`config.mk`:
```
export PLATFORM = sky130hd
export DESIGN_NAME = erspan_flow_classifier
export DESIGN_NICKNAME = d
export VERILOG_FILES = /design/src/rtl/core/efc_pkg.sv /design/src/rtl/core/erspan_flow_classifier.sv /design/src/rtl/core/efc_parser.sv /design/src/rtl/core/efc_back.sv
export SDC_FILE = /design/constraint.sdc
export NUM_CORES = 2
export LEC_CHECK = 0
export ABC_AREA = 1
export BUFFER_PORTS_ARGS = -buffer_cell sky130_fd_sc_hd__buf_4
export CORE_MARGIN = 8
export CORE_UTILIZATION = 60
export CTS_CLUSTER_DIAMETER = 40
export DETAILED_ROUTE_END_ITERATION = 6
export PLACE_DENSITY_LB_ADDON = 0.15
export SYNTH_ARGS = -nofsm -noshare
export SYNTH_HDL_FRONTEND = slang
export SYNTH_SLANG_ARGS = --single-unit
```
`constraint.sdc`:
```
create_clock -name clk_i -period 19 [get_ports clk_i]
set_clock_uncertainty 0.15 [all_clocks]
set_input_delay 1.9 -clock clk_i [delete_from_list [all_inputs] [get_ports clk_i]]
set_output_delay 1.9 -clock clk_i [all_outputs]
set_load 0.02 [all_outputs]
```
`src/rtl/core/efc_pkg.sv`:
```
// Package with shared types and constants for the ERSPAN flow classifier.
`timescale 1ns / 1ps
`default_nettype none
package efc_pkg;
  localparam int NumRulesDef  = 2;
  localparam int MaxQueuesDef = 16;

  localparam logic [31:0] HashMul    = 32'd59;
  localparam logic [7:0]  ProtoGre   = 8'd47;
  localparam logic [7:0]  ProtoTcp   = 8'd6;
  localparam logic [7:0]  ProtoIcmp  = 8'd1;
  localparam logic [15:0] TypeErspan = 16'h88BE;
  localparam logic [8:0]  ProtoAny   = 9'h1FF;

  localparam logic [2:0] REG_NUM_QUEUES = 3'd0;
  localparam logic [2:0] REG_RULES      = 3'd1;
  localparam logic [2:0] REG_R0_SRC     = 3'd2;
  localparam logic [2:0] REG_R0_DST     = 3'd3;
  localparam logic [2:0] REG_R0_PROTO   = 3'd4;
  localparam logic [2:0] REG_R1_SRC     = 3'd5;
  localparam logic [2:0] REG_R1_DST     = 3'd6;
  localparam logic [2:0] REG_R1_PROTO   = 3'd7;

  typedef enum logic [2:0] {
    KIND_TCP     = 3'd0,
    KIND_ICMP    = 3'd1,
    KIND_OTHER   = 3'd2,
    KIND_NOTSPAN = 3'd3,
    KIND_DROP    = 3'd4
  } kind_e;

  // Parsed packet summary handed from the parser to the back end
  typedef struct packed {
    kind_e       kind;
    logic [7:0]  proto;
    logic [31:0] src;
    logic [31:0] dst;
    logic [31:0] hash;
  } pkt_sum_t;

  typedef enum logic [1:0] {
    BE_IDLE,
    BE_MOD,
    BE_OUT
  } be_state_e;
endpackage
`default_nettype wire

```
`src/rtl/core/erspan_flow_classifier.sv`:
```
// Top level of the ERSPAN flow classifier: config registers, parser and back end.
// Frame bytes enter on the s_axis channel, one beat per byte, tlast on the final
// byte. One result leaves on m_axis per frame: kind, queue index, rule hits and
// both rule counters. The parser takes a byte every cycle while its summary slot
// has room; on the last byte it hands a summary to the back end through a
// one-entry register. The back end goes from idle straight to its output state
// on a non-TCP frame, and through a bit-serial modulo over the 32-bit hash on a
// TCP frame, then loads the output register. Frames long enough to cover the
// back end's work stream without stalls; back-to-back short frames wait on the
// back end. A stalled m_axis holds the result and the back end, and the parser
// stops taking bytes once its summary slot is full.
// Reset clears the parser state, the counters and the registers to their
// defaults (one queue, no rules, wildcard protocol).
`timescale 1ns / 1ps
`default_nettype none
module erspan_flow_classifier
  import efc_pkg::*;
#(
  parameter int NumRules  = NumRulesDef,
  parameter int MaxQueues = MaxQueuesDef
) (
  input  wire logic        clk_i,
  input  wire logic        rst_ni,
  input  wire logic        s_axis_tvalid,
  output logic             s_axis_tready,
  input  wire logic [7:0]  s_axis_tdata,   // data_byte
  input  wire logic        s_axis_tlast,   // last_byte
  output logic             m_axis_tvalid,
  input  wire logic        m_axis_tready,
  // packet_kind[2:0], queue_index[6:3], rule_hits[8:7], rule0_count[40:9],
  // rule1_count[72:41], zero pad
  output logic [79:0]      m_axis_tdata,
  input  wire logic        cfg_we_i,
  input  wire logic [2:0]  cfg_idx_i,
  input  wire logic [31:0] cfg_data_i
);
  logic [4:0]  nq_q;
  logic [1:0]  rules_q;
  logic [63:0] rsrc_q, rdst_q;
  logic [17:0] rproto_q;
  logic        sum_valid, sum_ready;
  pkt_sum_t    sum;
  logic [2:0]  kind;
  logic [3:0]  queue;
  logic [1:0]  hits;
  logic [31:0] c0, c1;

  always_ff @(posedge clk_i or negedge rst_ni) begin
    if (!rst_ni) begin
      nq_q <= 5'd1; rules_q <= '0; rsrc_q <= '0; rdst_q <= '0;
      rproto_q <= {ProtoAny, ProtoAny};
    end else if (cfg_we_i) begin
      case (cfg_idx_i)
        REG_NUM_QUEUES: nq_q <= cfg_data_i[4:0];
        REG_RULES:      rules_q <= cfg_data_i[1:0];
        REG_R0_SRC:     rsrc_q[31:0] <= cfg_data_i;
        REG_R0_DST:     rdst_q[31:0] <= cfg_data_i;
        REG_R0_PROTO:   rproto_q[8:0] <= cfg_data_i[8:0];
        REG_R1_SRC:     rsrc_q[63:32] <= cfg_data_i;
        REG_R1_DST:     rdst_q[63:32] <= cfg_data_i;
        REG_R1_PROTO:   rproto_q[17:9] <= cfg_data_i[8:0];
        default: ;
      endcase
    end
  end

  efc_parser u_parser (
    .clk_i, .rst_ni,
    .in_valid_i(s_axis_tvalid), .in_ready_o(s_axis_tready),
    .byte_i(s_axis_tdata), .last_i(s_axis_tlast),
    .sum_valid_o(sum_valid), .sum_ready_i(sum_ready), .sum_o(sum)
  );

  efc_back #(.NumRules(NumRules), .MaxQueues(MaxQueues)) u_back (
    .clk_i, .rst_ni,
    .sum_valid_i(sum_valid), .sum_ready_o(sum_ready), .sum_i(sum),
    .num_queues_i(nq_q), .rules_i(rules_q), .rsrc_i(rsrc_q), .rdst_i(rdst_q),
    .rproto_i(rproto_q),
    .out_valid_o(m_axis_tvalid), .out_ready_i(m_axis_tready),
    .kind_o(kind), .queue_o(queue), .hits_o(hits), .cnt0_o(c0), .cnt1_o(c1)
  );

  assign m_axis_tdata = {7'd0, c1, c0, hits, queue, kind};
endmodule
`default_nettype wire

```
`src/rtl/core/efc_parser.sv`:
```
// Byte parser: walks the frame headers and emits one summary per frame.
`timescale 1ns / 1ps
`default_nettype none
module efc_parser
  import efc_pkg::*;
(
  input  wire logic     clk_i,
  input  wire logic     rst_ni,
  input  wire logic     in_valid_i,
  output logic          in_ready_o,
  input  wire logic [7:0] byte_i,
  input  wire logic     last_i,
  output logic          sum_valid_o,
  input  wire logic     sum_ready_i,
  output pkt_sum_t      sum_o
);
  logic [15:0] off_q;
  logic [5:0]  ohl_q, ihl_q;
  logic [7:0]  oproto_q, iproto_q;
  logic [4:0]  ghl_q;
  logic [15:0] gtype_q;
  logic [31:0] src_q, dst_q, ports_q, seq_q;

  logic [17:0] off, g, ib, t;
  logic [5:0]  ohl_n, ihl_n;
  logic [4:0]  ghl_n;
  logic [7:0]  oproto_n, iproto_n;
  logic [15:0] gtype_n;
  logic [31:0] src_n, dst_n, ports_n, seq_n;
  logic [17:0] len;
  kind_e       kind;
  logic        take;

  assign in_ready_o = ~sum_valid_o | sum_ready_i;
  assign take = in_valid_i & in_ready_o;
  assign off = {2'b0, off_q};

  // Field capture, same offsets as the header walk
  always_comb begin
    ohl_n = ohl_q; oproto_n = oproto_q; ghl_n = ghl_q; gtype_n = gtype_q;
    ihl_n = ihl_q; iproto_n = iproto_q; src_n = src_q; dst_n = dst_q;
    ports_n = ports_q; seq_n = seq_q;
    g = 18'd14 + {12'd0, ohl_n};
    ib = '0;
    t = '0;
    if (off == 18'd14) ohl_n = {byte_i[3:0], 2'b00};
    if (off == 18'd23) oproto_n = byte_i;
    g = 18'd14 + {12'd0, ohl_n};
    if (ohl_n >= 6'd20) begin
      if (off == g)
        ghl_n = 5'd4 + {1'b0, 2'b0, 2'b0} + ({3'd0, 2'(byte_i[7]) + 2'(byte_i[5])
                + 2'(byte_i[4])} << 2);
      if (off == g + 18'd2) gtype_n = {byte_i, gtype_n[7:0]};
      if (off == g + 18'd3) gtype_n = {gtype_n[15:8], byte_i};
      if (ghl_n != 5'd0) begin
        ib = g + {13'd0, ghl_n} + 18'd14;
        if (off == ib) ihl_n = {byte_i[3:0], 2'b00};
        if (off == ib + 18'd9) iproto_n = byte_i;
        if (off >= ib + 18'd12 && off < ib + 18'd16) src_n = {src_n[23:0], byte_i};
        if (off >= ib + 18'd16 && off < ib + 18'd20) dst_n = {dst_n[23:0], byte_i};
        if (ihl_n >= 6'd20) begin
          t = ib + {12'd0, ihl_n};
          if (off >= t && off < t + 18'd4) ports_n = {ports_n[23:0], byte_i};
          if (off >= t + 18'd4 && off < t + 18'd8) seq_n = {seq_n[23:0], byte_i};
        end
      end
    end
  end

  // Decision on the last byte
  always_comb begin
    len = off + 18'd1;
    kind = KIND_OTHER;
    if (len < 18'd24 || ohl_n < 6'd20 || oproto_n != ProtoGre) kind = KIND_DROP;
    else if (len < g + 18'd4) kind = KIND_DROP;
    else if (gtype_n != TypeErspan) kind = KIND_NOTSPAN;
    else if (len < g + {13'd0, ghl_n} + 18'd34) kind = KIND_DROP;
    else if (iproto_n == ProtoTcp) begin
      if (ihl_n < 6'd20 ||
          len < g + {13'd0, ghl_n} + 18'd14 + {12'd0, ihl_n} + 18'd8) kind = KIND_DROP;
      else kind = KIND_TCP;
    end else if (iproto_n == ProtoIcmp) kind = KIND_ICMP;
  end

  always_ff @(posedge clk_i or negedge rst_ni) begin
    if (!rst_ni) begin
      off_q <= '0; ohl_q <= '0; oproto_q <= '0; ghl_q <= '0; gtype_q <= '0;
      ihl_q <= '0; iproto_q <= '0; src_q <= '0; dst_q <= '0; ports_q <= '0;
      seq_q <= '0; sum_valid_o <= 1'b0;
    end else begin
      if (take && last_i) sum_valid_o <= 1'b1;
      else if (sum_ready_i) sum_valid_o <= 1'b0;
      if (take) begin
        if (last_i) begin
          off_q <= '0; ohl_q <= '0; oproto_q <= '0; ghl_q <= '0; gtype_q <= '0;
          ihl_q <= '0; iproto_q <= '0; src_q <= '0; dst_q <= '0; ports_q <= '0;
          seq_q <= '0;
        end else begin
          if (off_q != 16'hFFFF) off_q <= off_q + 16'd1;
          ohl_q <= ohl_n; oproto_q <= oproto_n; ghl_q <= ghl_n; gtype_q <= gtype_n;
          ihl_q <= ihl_n; iproto_q <= iproto_n; src_q <= src_n; dst_q <= dst_n;
          ports_q <= ports_n; seq_q <= seq_n;
        end
      end
    end
  end

  // Summary register; the hash multiply sits here, the modulo in the back end
  always_ff @(posedge clk_i) begin
    if (take && last_i) begin
      sum_o.kind  <= kind;
      sum_o.proto <= iproto_n;
      sum_o.src   <= src_n;
      sum_o.dst   <= dst_n;
      sum_o.hash  <= (src_n * HashMul) ^ dst_n ^ {16'd0, ports_n[31:16]} ^
                     {16'd0, ports_n[15:0]} ^ seq_n;
    end
  end
endmodule
`default_nettype wire

```
`src/rtl/core/efc_back.sv`:
```
// Back end: queue modulo, rule matching, hit counters and output register.
`timescale 1ns / 1ps
`default_nettype none
module efc_back
  import efc_pkg::*;
#(
  parameter int NumRules  = NumRulesDef,
  parameter int MaxQueues = MaxQueuesDef
) (
  input  wire logic        clk_i,
  input  wire logic        rst_ni,
  input  wire logic        sum_valid_i,
  output logic             sum_ready_o,
  input  pkt_sum_t         sum_i,
  input  wire logic [4:0]  num_queues_i,
  input  wire logic [1:0]  rules_i,
  input  wire logic [63:0] rsrc_i,
  input  wire logic [63:0] rdst_i,
  input  wire logic [17:0] rproto_i,
  output logic             out_valid_o,
  input  wire logic        out_ready_i,
  output logic [2:0]       kind_o,
  output logic [3:0]       queue_o,
  output logic [1:0]       hits_o,
  output logic [31:0]      cnt0_o,
  output logic [31:0]      cnt1_o
);
  be_state_e   state_q, state_d;
  pkt_sum_t    pkt_q;
  logic [31:0] rem_q, rem_d;
  logic [5:0]  bit_q, bit_d;
  logic [4:0]  nq;
  logic [31:0] cnt_q [2];
  logic [1:0]  hit;
  logic [1:0]  active;
  logic [5:0]  trial;

  always_comb begin
    nq = num_queues_i;
    if (nq > 5'(MaxQueues)) nq = 5'(MaxQueues);
    if (nq == 5'd0) nq = 5'd1;
    active = rules_i;
    if (active > 2'(NumRules)) active = 2'(NumRules);
  end

  always_comb begin
    hit = '0;
    for (int i = 0; i < 2; i++) begin
      if (2'(i) < active && pkt_q.kind != KIND_NOTSPAN && pkt_q.kind != KIND_DROP &&
          (rsrc_i[32*i +: 32] == 32'd0 || rsrc_i[32*i +: 32] == pkt_q.src) &&
          (rdst_i[32*i +: 32] == 32'd0 || rdst_i[32*i +: 32] == pkt_q.dst) &&
          (rproto_i[9*i +: 9] == ProtoAny || rproto_i[9*i +: 9] == {1'b0, pkt_q.proto}))
        hit[i] = 1'b1;
    end
  end

  // Restoring modulo, one dividend bit per cycle into a 5-bit partial remainder
  always_comb begin
    state_d = state_q;
    rem_d = rem_q;
    bit_d = bit_q;
    trial = {rem_q[4:0], pkt_q.hash[bit_q[4:0]]};
    case (state_q)
      BE_IDLE: begin
        if (sum_valid_i) begin
          state_d = (sum_i.kind == KIND_TCP) ? BE_MOD : BE_OUT;
          rem_d = '0;
          bit_d = 6'd31;
        end
      end
      BE_MOD: begin
        rem_d = (trial >= {1'b0, nq}) ? 32'(trial - {1'b0, nq}) : 32'(trial);
        if (bit_q == 6'd0) state_d = BE_OUT;
        else bit_d = bit_q - 6'd1;
      end
      BE_OUT: begin
        if (~out_valid_o | out_ready_i) state_d = BE_IDLE;
      end
      default: state_d = BE_IDLE;
    endcase
  end

  always_comb sum_ready_o = (state_q == BE_IDLE);

  always_ff @(posedge clk_i or negedge rst_ni) begin
    if (!rst_ni) begin
      state_q <= BE_IDLE;
      out_valid_o <= 1'b0;
      cnt_q[0] <= '0;
      cnt_q[1] <= '0;
    end else begin
      state_q <= state_d;
      if (state_q == BE_OUT && (~out_valid_o | out_ready_i)) begin
        out_valid_o <= 1'b1;
        if (hit[0]) cnt_q[0] <= cnt_q[0] + 32'd1;
        if (hit[1]) cnt_q[1] <= cnt_q[1] + 32'd1;
      end else if (out_ready_i) begin
        out_valid_o <= 1'b0;
      end
    end
  end

  always_ff @(posedge clk_i) begin
    rem_q <= rem_d;
    bit_q <= bit_d;
    if (state_q == BE_IDLE && sum_valid_i) pkt_q <= sum_i;
    if (state_q == BE_OUT && (~out_valid_o | out_ready_i)) begin
      kind_o  <= pkt_q.kind;
      queue_o <= (pkt_q.kind == KIND_TCP) ? rem_q[3:0] : 4'd0;
      hits_o  <= hit;
      cnt0_o  <= cnt_q[0] + {31'd0, hit[0]};
      cnt1_o  <= cnt_q[1] + {31'd0, hit[1]};
    end
  end
endmodule
`default_nettype wire

```
==> tab_implementation.tex <==
\begin{tabular}{lr}
\hline
Metric & Value \\
\hline
\multicolumn{2}{l}{\textbf{Setup path}} \\
Slowest cell on the critical path & a21oi\_1 \\
Kind of capture point of the worst setup path & flop \\
Kind of start point of the critical path & input port \\
Critical Path RT & 19.27 ns \\
Highest net fanout along the worst path & 63 \\
Data arrival time of the critical path & 13.61 ns \\
Most frequent cell on the critical path & nand2\_1 \\
Classification of the worst setup path & input port to flop \\
Max incr delay on CP & 0.76 ns \\
\multicolumn{2}{l}{\textbf{Yosys}} \\
Async S/R FF share, synth & 58.1\% \\
Proportion of synthesized chip area in sequential cells & 46.0\% \\
Number of distinct library cell variants in the gate-level netlist after synthesis & 65 \\
Post-synthesis register bit count & 712 \\
Predominant post-synthesis flop cell & dfrtp\_1 \\
Instance count of the mapped netlist & 4864 \\
Synth Area per Inst & 8.65 µm² \\
Number of warning messages in the yosys log & 0 \\
Combined area of all synthesized cells & 42100 µm² \\
Post-synth EDFFs & 298 \\
\multicolumn{2}{l}{\textbf{Run}} \\
\# Max-Cap Violations & 0 \\
\multicolumn{2}{l}{\textbf{CTS}} \\
Number of H-tree branching levels & 3 \\
Source-to-sink clock delay at the later pin of the worst-skew pair & 0.68 ns \\
TritonCTS clock tree & yes \\
Count of instances resized after the clock tree is built & 0 \\
Max clock buf depth & 3 \\
Number of clock sinks seen by CTS & 712 \\
Clock-pin transition on the worst setup and hold timing paths & 0.06 ns \\
Clock root buffer & clkbuf\_16 \\
Cts hold-fix bufs & 0 \\
Number of buffers created by CTS & 104 \\
Number of buffers inserted by post-CTS setup repair & 0 \\
\multicolumn{2}{l}{\textbf{Timing}} \\
Final hold violations & 0 \\
Final setup fails & 0 \\
Sum of negative setup slack & 0 ns \\
Min Clock Period, post-route & 13.34 ns \\
Remaining max-slew budget at the tightest pin & 25.8\% \\
Period Utilization, post-route & 70.2\% \\
Slack of the critical path & 5.66 ns \\
Setup repair after global routing missed its margin & false \\
Hold Worst Slack & 0.242 ns \\
Slew at the pin with the worst max-slew slack & 1.11 ns \\
Slew Viols, Final & 0 \\
Achievable clock frequency & 74.9 MHz \\
\multicolumn{2}{l}{\textbf{Placement}} \\
Worst setup slack after placement & 5.17 ns \\
Cell Count Post-Placement & 5840 \\
Total of buffers placed on input and output ports & 123 \\
Half-perimeter wire length after placement & 83800 µm \\
Routability congestion estimate & 0.941 \\
\multicolumn{2}{l}{\textbf{Final layout}} \\
Non-filler cells, final & 6037 \\
Area occupied by multi-input gates & 19400 µm² \\
Fin nets & 5316 \\
Area of all sequential standard cells & 19300 µm² \\
Area overhead of the layout relative to synthesis & 13.0\% \\
Fraction of layout cells with a size suffix above 1 & 9.40\% \\
Layout fillers & 5684 \\
Number of inserted diodes & 0 \\
\multicolumn{2}{l}{\textbf{Detailed routing}} \\
Total length of routed wires & 113000 µm \\
Vias per cell & 5.61 \\
Antenna Violating Nets Remaining & 0 \\
Via count of the routed design & 33900 \\
Drt initial violations & 3131 \\
M1 WL & 50400 µm \\
Post-detailed-route wirelength per cell & 18.7 µm \\
Detailed-router iteration count before antenna repair & 6 \\
Top routing layer used & met4 \\
Met2 wire length & 50700 µm \\
DRC violations left & 0 \\
Total met3 wirelength after detailed routing & 8430 µm \\
\multicolumn{2}{l}{\textbf{Floorplan}} \\
Die outline area & 78800 µm² \\
Top-Level Pins & 131 \\
Initial cell density of the core & 60.4\% \\
Vertical extent of the die & 281 µm \\
Core Footprint & 69700 µm² \\
Die Width & 281 µm \\
Number of rows created at floorplan & 97 \\
\multicolumn{2}{l}{\textbf{GRT}} \\
Overall routing resource usage & 28.4\% \\
First-pass GRT wire length & 178000 µm \\
Congestion Overflow GR & 0 \\
Antenna violations before repair & 2 \\
Largest net degree at the start of global routing & 173 \\
Vias in the first global route & 32400 \\
\multicolumn{2}{l}{\textbf{Pwr}} \\
Maximum vdd drop & 85.1 µV \\
Power density over cell area & 95.3 nW/µm² \\
Static leakage & 22.4 nW \\
\multicolumn{2}{l}{\textbf{Hold path}} \\
Hold crit path type & flop to flop \\
\multicolumn{2}{l}{\textbf{Outcome}} \\
Run status & completed \\
\hline
\end{tabular}
==> worst max-delay path, delay by kind of cell <==
kind	cells	cell delay [ns]
buffers and inverters	10	1.02
adders and majority gates	8	3.29
AOI/OAI and AO/OA	13	3.47
and+or+nand+nor	31	3.91
==> per-layer routing <==
metal	track usage, %	vias up
li1	-	16300
met1	40.8	16100
met2	45.0	1257
met3	3.89	239
met4	8.38	0
met5	0	-
==> path summary, 6_finish.rpt <==
kind,from,to,slack (ns),cells after the start
hold / removal,u_parser.sum_o[3],u_back.pkt_q[3],0.24,0
hold reg to reg,u_parser.sum_o[3],u_back.pkt_q[3],0.24,0
max in group asynchronous,rst_ni,u_parser.oproto_q[7],15.06,3
setup reg to reg,u_parser.off_q[3],u_parser.sum_o[31],5.79,62
min in group asynchronous,rst_ni,u_parser.src_q[23],1.10,1
setup / recovery,s_axis_tdata[0],u_parser.sum_o[31],5.66,62
==> synth_stat cells, types with 6 or more instances <==
library cell	n	area, µm²
fa_1	72	1440
xnor2_1	127	1110
dfstp_2	19	499
o21ai_0	309	1550
o2111ai_1	9	78.8
o21bai_1	6	45.0
o211ai_1	7	52.6
o21ai_2	31	272
nand4_1	82	513
clkbuf_1	81	304
o221ai_1	8	70.1
or2_2	26	163
inv_2	20	75.1
and3_1	6	37.5
a21boi_0	8	60.1
nor3_1	57	285
nand2_2	16	100
nand3_1	156	781
buf_2	16	80.1
a21oi_1	105	526
o22ai_1	145	907
buf_4	17	128
o21ai_1	73	365
xor2_1	216	1890
a221oi_1	8	70.1
nor4_1	64	400
edfxtp_1	298	8950
dfrtp_1	395	9880
nand3_2	6	60.1
ha_1	189	2360
o21a_1	6	45.0
nand2_1	1225	4600
inv_1	728	2730
nor2_1	261	980
==> area by class of cell <==
class,count,area share [%]
multi-input combinational,3288,40.9
sequential,712,40.7
inverter,753,5.96
clock buffer,125,5.88
tap,940,2.48
timing repair buffer,147,2.37
clock inverter,72,1.76
==> cells by family after synthesis <==
logic type               share of synthesized area, %
AO/OA/AOI/OAI                                    10.1
XOR/XNOR                                         7.21
adder cells (fa/ha/maj)                          9.05
buffers and inverters                            8.05
flip-flops                                       46.0
other                                          0.0179
AND/OR/NAND/NOR                                  19.6
==> where the power goes <==
group          internal [mW]  switching (mW)
combinational          0.204           0.385
clock                   1.20           0.770
sequential              1.82           0.149
total                   3.22            1.30
==> through the flow <==
stage                     instance area (µm²)  util (%)  power [mW]
after floorplan                         42100         -        2.34
after global routing                    47500      68.2        4.69
after global placement                  43900      63.0        2.57
final                                   47500      68.2        4.53
after CTS                               47500      68.2        4.54
after detailed placement                43900      63.0        2.58
==> cell usage in the layout, fill, tap and decap left out, types with 26 or more instances in the layout <==
cell type / count
clkbuf_16: 106
edfxtp_1: 298
buf_4: 145
nand4_1: 82
nor4_1: 64
o21ai_1: 73
xor2_1: 216
a21oi_1: 105
o21ai_2: 31
xnor2_1: 127
o22ai_1: 145
fa_1: 72
nor2_1: 257
or2_2: 26
o21ai_0: 309
ha_1: 189
dfrtp_1: 395
nand3_1: 155
nor3_1: 57
inv_1: 727
nand2_1: 1223
==> registers in the layout (all words and copies together) (netlist names), 8 cells and up <==
register / flops
rdst_q: 64
rproto_q: 18
rsrc_q: 64
u_back.cnt0_o: 32
u_back.cnt1_o: 32
u_back.cnt_q: 64
u_back.pkt_q: 107
u_parser.dst_q: 32
u_parser.gtype_q: 16
u_parser.iproto_q: 8
u_parser.off_q: 16
u_parser.oproto_q: 8
u_parser.ports_q: 32
u_parser.seq_q: 32
u_parser.src_q: 32
u_parser.sum_o: 107
Note: power is estimated with default switching activity, not from simulation.
